===== config.mk =====
export PLATFORM = sky130hd
export DESIGN_NAME = ffpa_scan
export DESIGN_NICKNAME = d
export VERILOG_FILES = /design/src/hw/rtl/first_fit_page_allocator_macros.svh /design/src/hw/rtl/ffpa_pkg.sv /design/src/hw/rtl/ffpa_scan.sv
export SDC_FILE = /design/constraint.sdc
export NUM_CORES = 1
export LEC_CHECK = 0
export BUFFER_PORTS_ARGS = -buffer_cell sky130_fd_sc_hd__buf_2
export CAP_MARGIN = 40
export CORE_MARGIN = 2
export CORE_UTILIZATION = 47
export DETAILED_ROUTE_END_ITERATION = 16
export PLACE_DENSITY = 0.86
export SLEW_MARGIN = 40
export SYNTH_ARGS = -nofsm -noshare
export SYNTH_HDL_FRONTEND = slang
export SYNTH_SLANG_ARGS = --single-unit

===== constraint.sdc =====
create_clock -name clk -period 5.5 [get_ports clk]
set_input_delay 0.55 -clock clk [delete_from_list [all_inputs] [get_ports clk]]
set_output_delay 0.55 -clock clk [all_outputs]
set_load 0.03 [all_outputs]

===== src/hw/rtl/first_fit_page_allocator_macros.svh =====
// Assertion macros shared by the allocator RTL; they expect clk and arst_n in scope.
`ifndef FIRST_FIT_PAGE_ALLOCATOR_MACROS_SVH
`define FIRST_FIT_PAGE_ALLOCATOR_MACROS_SVH
// Property that must hold at every clock edge outside reset.
`define FFPA_ASSERT(lbl, prop, msg) \
	lbl: assert property (@(posedge clk) disable iff (!arst_n) prop) else $error(msg);
// Condition in one cycle that implies another in the next cycle.
`define FFPA_ASSERT_NEXT(lbl, pre, post, msg) \
	lbl: assert property (@(posedge clk) disable iff (!arst_n) (pre) |=> (post)) else $error(msg);
`endif


===== src/hw/rtl/ffpa_pkg.sv =====
// Shared constants and types of the first-fit page allocator.
package ffpa_pkg;
	localparam int PAGE_INDEX_BITS_DEF = 16;
	localparam int MAX_EXTENTS_DEF = 256;
	localparam int KEY_W = 32;

	localparam logic [1:0] OP_ALLOC = 2'd0;
	localparam logic [1:0] OP_FREE = 2'd1;
	localparam logic [1:0] OP_ADD = 2'd2;
	localparam logic [1:0] OP_NOP = 2'd3;

	localparam logic [2:0] ST_OK = 3'd0;
	localparam logic [2:0] ST_ZERO = 3'd1;
	localparam logic [2:0] ST_SHORT = 3'd2;
	localparam logic [2:0] ST_NOFIT = 3'd3;
	localparam logic [2:0] ST_FULL = 3'd4;

	localparam logic [1:0] SM_FIT = 2'd0;
	localparam logic [1:0] SM_MERGE = 2'd1;
	localparam logic [1:0] SM_RENUM = 2'd2;
	localparam logic [1:0] SM_SLOT = 2'd3;

	typedef struct packed {
		logic [1:0] mode;
		logic first;
	} scan_ctl_t;

	typedef struct packed {
		logic hit;
		logic hit_pred;
		logic slot_ok;
	} scan_res_t;
endpackage


===== src/hw/rtl/ffpa_scan.sv =====
// Scan unit: examines one table entry per cycle and keeps the best candidate and first free slot.
module ffpa_scan #(
	parameter int PAGE_INDEX_BITS = ffpa_pkg::PAGE_INDEX_BITS_DEF,
	parameter int MAX_EXTENTS = ffpa_pkg::MAX_EXTENTS_DEF
) (
	input  logic                                              clk,
	input  logic                                              arst_n,
	input  logic                                              clr,
	input  logic                                              dv,
	input  logic [$clog2(MAX_EXTENTS)-1:0]                    didx,
	input  logic [2*PAGE_INDEX_BITS+ffpa_pkg::KEY_W+1:0]      dword,
	input  ffpa_pkg::scan_ctl_t                               ctl,
	input  logic [PAGE_INDEX_BITS:0]                          count,
	input  logic [ffpa_pkg::KEY_W-1:0]                        after,
	input  logic [PAGE_INDEX_BITS-1:0]                        cs,
	input  logic [PAGE_INDEX_BITS+$clog2(MAX_EXTENTS)+1:0]    cl,
	output ffpa_pkg::scan_res_t                               res,
	output logic [$clog2(MAX_EXTENTS)-1:0]                    best_idx,
	output logic [ffpa_pkg::KEY_W-1:0]                        best_key,
	output logic [PAGE_INDEX_BITS-1:0]                        best_start,
	output logic [PAGE_INDEX_BITS:0]                          best_len,
	output logic [$clog2(MAX_EXTENTS)-1:0]                    slot_idx
);
	localparam int PW = PAGE_INDEX_BITS;
	localparam int CW = PW + 1;
	localparam int IW = $clog2(MAX_EXTENTS);
	localparam int XW = CW + IW + 1;
	localparam int KW = ffpa_pkg::KEY_W;

	logic          v;
	logic [KW-1:0] k;
	logic [PW-1:0] st;
	logic [CW-1:0] ln;
	logic [XW:0]   cur_end;
	logic [CW:0]   ext_end;
	logic          succ;
	logic          pred;
	logic          after_ok;
	logic          newer;
	logic          cand;
	logic          hit_q;
	logic          pred_q;
	logic          slot_ok_q;

	assign {v, k, st, ln} = dword;
	assign cur_end = {{(XW + 1 - PW){1'b0}}, cs} + {1'b0, cl};
	assign ext_end = {2'b00, st} + {1'b0, ln};
	assign succ = (cur_end == {{(XW + 1 - PW){1'b0}}, st});
	assign pred = (ext_end == {2'b00, cs});
	assign after_ok = ctl.first || (k > after);
	assign newer = !hit_q || (k < best_key);

	always_comb begin
		unique case (ctl.mode)
			ffpa_pkg::SM_FIT:   cand = v && (ln >= count);
			ffpa_pkg::SM_MERGE: cand = v && after_ok && (succ || pred);
			ffpa_pkg::SM_RENUM: cand = v && after_ok;
			default:            cand = 1'b0;
		endcase
	end

	always_ff @(posedge clk or negedge arst_n) begin
		if (!arst_n) begin
			hit_q <= 1'b0;
			pred_q <= 1'b0;
			slot_ok_q <= 1'b0;
		end else if (clr) begin
			hit_q <= 1'b0;
			pred_q <= 1'b0;
			slot_ok_q <= 1'b0;
		end else if (dv) begin
			if (cand && newer) begin
				hit_q <= 1'b1;
				pred_q <= !succ;
			end
			if (!v && !slot_ok_q) begin
				slot_ok_q <= 1'b1;
			end
		end
	end

	always_ff @(posedge clk) begin
		if (dv && cand && newer) begin
			best_idx <= didx;
			best_key <= k;
			best_start <= st;
			best_len <= ln;
		end
		if (dv && !v && !slot_ok_q) begin
			slot_idx <= didx;
		end
	end

	assign res.hit = hit_q;
	assign res.hit_pred = pred_q;
	assign res.slot_ok = slot_ok_q;
endmodule


==> impl_metrics.yaml <==
cells_and_area:
  final_nets: 1287
  post-route-util_pct: 59.56
  area_delta_synth_final_pct: 23.95
  layout-drive-gt1-share_pct: 30.22
  layout_commonest_cell: "buf_2"
  mostFrequentLayoutCells: "buf_2, ha_1, inv_1"
critical_path:
  crit_path_end_kind: "flop"
  crit_arrival_ns: 4.18
  crit_type: "in -> reg"
  cp-start-kind: "input port"
  ff2ff_setup_slack_ns: 1.96
  critPathMaxFanout: 44
  cp.required_ns: 5.47
clock_tree:
  clk_path_buf_depth: 2
  numCtsBuffers: 9
  cts_tree: "built"
  postCtsSetupBuffers: 0
  clkTransAtPathRegs_ns: 0.07
  worstSkewPairLatency_ns: 0.34
  cts_max_level: 3
  cts_sinks: 84
  clockRootBuffer: "clkbuf_16"
synthesis:
  synth_edf_count: 81
  synth_seq_cells: 84
  async_reset_ff_share_pct: 3.571
  synth-compound-area-share_pct: 20.69
  synth-simple-area-share_pct: 13.60
  synth_top_area_share_pct: 33.30
  yosysWarnings: 0
  yosysTopAreaCell: "edfxtp_1"
  synth.area.mux_share_pct: 0.2912
  synth.avg_cell_area_um2: 9.818
  postSynthCellCount: 744
  synthAdderAreaFrac_pct: 19.73
  synth_xor_area_share_pct: 5.635
  syn-num-nets: 1030
  ys_seq_area_share_pct: 34.33
  yosysUniqueCellTypes: 88
  syn_area_um2: 7305
  synth_top_family_by_area: "compound AO/OA/AOI/OAI gates"
  ys_top_cells_by_area: "edfxtp_1, ha_1, inv_1"
  ys.flop_type: "edfxtp_1"
floorplanning:
  io-pin-count: 256
  rows: 45
  die_y_um: 128.7
  initial_core_util_pct: 48.05
  coreArea_um2: 15200
  die_w_um: 128.7
  die_area_um2: 16550
pwr:
  peakVddDrop_mv: 0.1755
  p_leak_uw: 0.004396
  power.density_nw_per_um2: 215.6
global_route:
  grt_pass1_wl_mm: 33.63
  grt-ovfl-total: 0
  antenna_found_initial: 1
  grtUsageTotal_pct: 25.94
  grt_max_degree: 45
  grt_pass1_vias: 6782
timing:
  setup_viol: 0
  worst-slew-pin-transition_ns: 0.5930
  final.setup.tns_ns: 0
  final_hold_viol_count: 0
  rsz0062_at_grt: "no"
  fin_worst_skew_ns: 0.008967
  post-route-period-util_pct: 76.51
  period_needed_ns: 4.208
  drv_slew: 0
  max_freq_mhz: 237.6
  max-slew-margin-rel_pct: 59.45
drt:
  drt_iter0_markers: 514
  via_count: 6961
  ant_nets: 0
  routed_via_density: 5.825
  drtPass1Iterations: 5
  wl_per_cell_um: 18.62
  finalWirelength_mm: 22.25
  route.detailed.drc: 0
placement:
  portBuffers: 255
  place_congestion: 1.003
  dp_hpwl_mm: 18.79
min_path:
  hold_class: "in -> reg"
run:
  drv_cap: 0
outcome:
  outcome: "complete, no violations"
## metrics by stage
stage / instance area, um^2 / total power (uW) / setup slack [ns] / cells / hold slack (ns)
2_1_floorplan: 7308 / 1162 / 0.2962 / 744 / 0.2544
3_3_place_gp: 8758 / 1363 / 1.086 / 1177 / 0.3461
3_5_place_dp: 8758 / 1372 / 0.9844 / 1177 / 0.3491
4_1_cts: 9051 / 1957 / 1.331 / 1194 / 0.3941
5_1_grt: 9054 / 2050 / 1.094 / 1195 / 0.3945
6_report: 9054 / 1952 / 1.292 / 1195 / 0.4044
## sequential cells by signal, indices dropped and copies added, names as in the netlist
register and flops:
best_idx 8, slot_ok_q 1, best_len 17, hit_q 1
best_start 16, best_key 32, pred_q 1, slot_idx 8
## synthesized netlist by cell type (3+ instances only)
cell type    n
ha_1       112
inv_1       87
edfxtp_1    81
a21oi_1     50
nand2_1     46
xnor2_1     31
nor2_1      30
a21o_1      27
nand3_1     27
nand4_1     25
o21ai_0     21
xor2_1      16
nor3_1      14
a211oi_1    10
and3_1      10
nor4_1       9
o211ai_1     8
o21a_1       7
buf_4        6
o21bai_1     6
a211o_1      5
o2111ai_1    5
o211a_1      5
o21ai_1      5
a31oi_1      4
buf_2        4
nor2b_1      4
o221ai_1     4
o31ai_1      4
or3_1        4
a21o_2       3
a21oi_2      3
dfrtp_1      3
nor3b_1      3
## what timing repair did
item / in CTS / in global routing
gates resized for setup: 0 / 0
hold buffers: 1 / 0
hold endpoints to repair: 3 / 0
## power breakdown
group	switching (uW)	leakage, uW	internal [uW]
combinational	377	0.00348	259
sequential	7.00	0.000780	725
clock	272	0.000134	313
total	656	0.00440	1300
## area by class of cell
| type | count | area [um^2] |
|---|---|---|
| timing repair buffer | 259 | 1309 |
| antenna | 1 | 2.502 |
| multi-input combinational | 560 | 4390 |
| fill | 1329 | 6148 |
| sequential | 84 | 2507 |
| clock inverter | 7 | 57.56 |
| tap | 188 | 235.2 |
| clock buffer | 9 | 225.2 |
| inverter | 87 | 326.6 |
## routing by layer
metal | track usage, % | routed length, um | part of all wire (%) | up-vias
li1 | - | - | - | 3330
met1 | 30.72 | 8821 | 40 | 3242
met2 | 46.44 | 11020 | 50 | 333
met3 | 4.906 | 1637 | 7.4 | 56
met4 | 10.23 | 772 | 3.5 | 0
met5 | 0 | 0 | 0 | -
## cells by family (layout without fill, tap and decap cells)
family	count (synthesis)	count (layout)
AOI/OAI and AO/OA	205	205
xor gates and xnor gates	47	47
adders and majority gates	114	114
buffers and inverters	100	362
DFF	84	84
muxes	2	2
other	0	1
and+or+nand+nor	192	192
## path summary, 6_finish.rpt
check / startpoint / to / depth (start not counted)
max in group asynchronous: arst_n / hit_q / 2
max reg2reg: best_key[2] / best_start[15] / 12
min: didx[5] / slot_idx[5] / 1
max: cs[0] / best_start[15] / 13
min in group asynchronous: arst_n / slot_ok_q / 2
min reg2reg: slot_ok_q / slot_ok_q / 2
## worst max-delay path, stage by stage
cell,delay [ns]
buf_2,0.11
ha_1,0.23
fa_1,0.41
a21o_1,0.22
a221oi_2,0.35
and3_1,0.22
o2111ai_1,0.13
nor4_1,0.33
o2111ai_1,0.17
nor4_1,0.36
nand4_1,0.32
o21bai_4,0.23
buf_4,0.51
(Power assumes the default switching activity.)
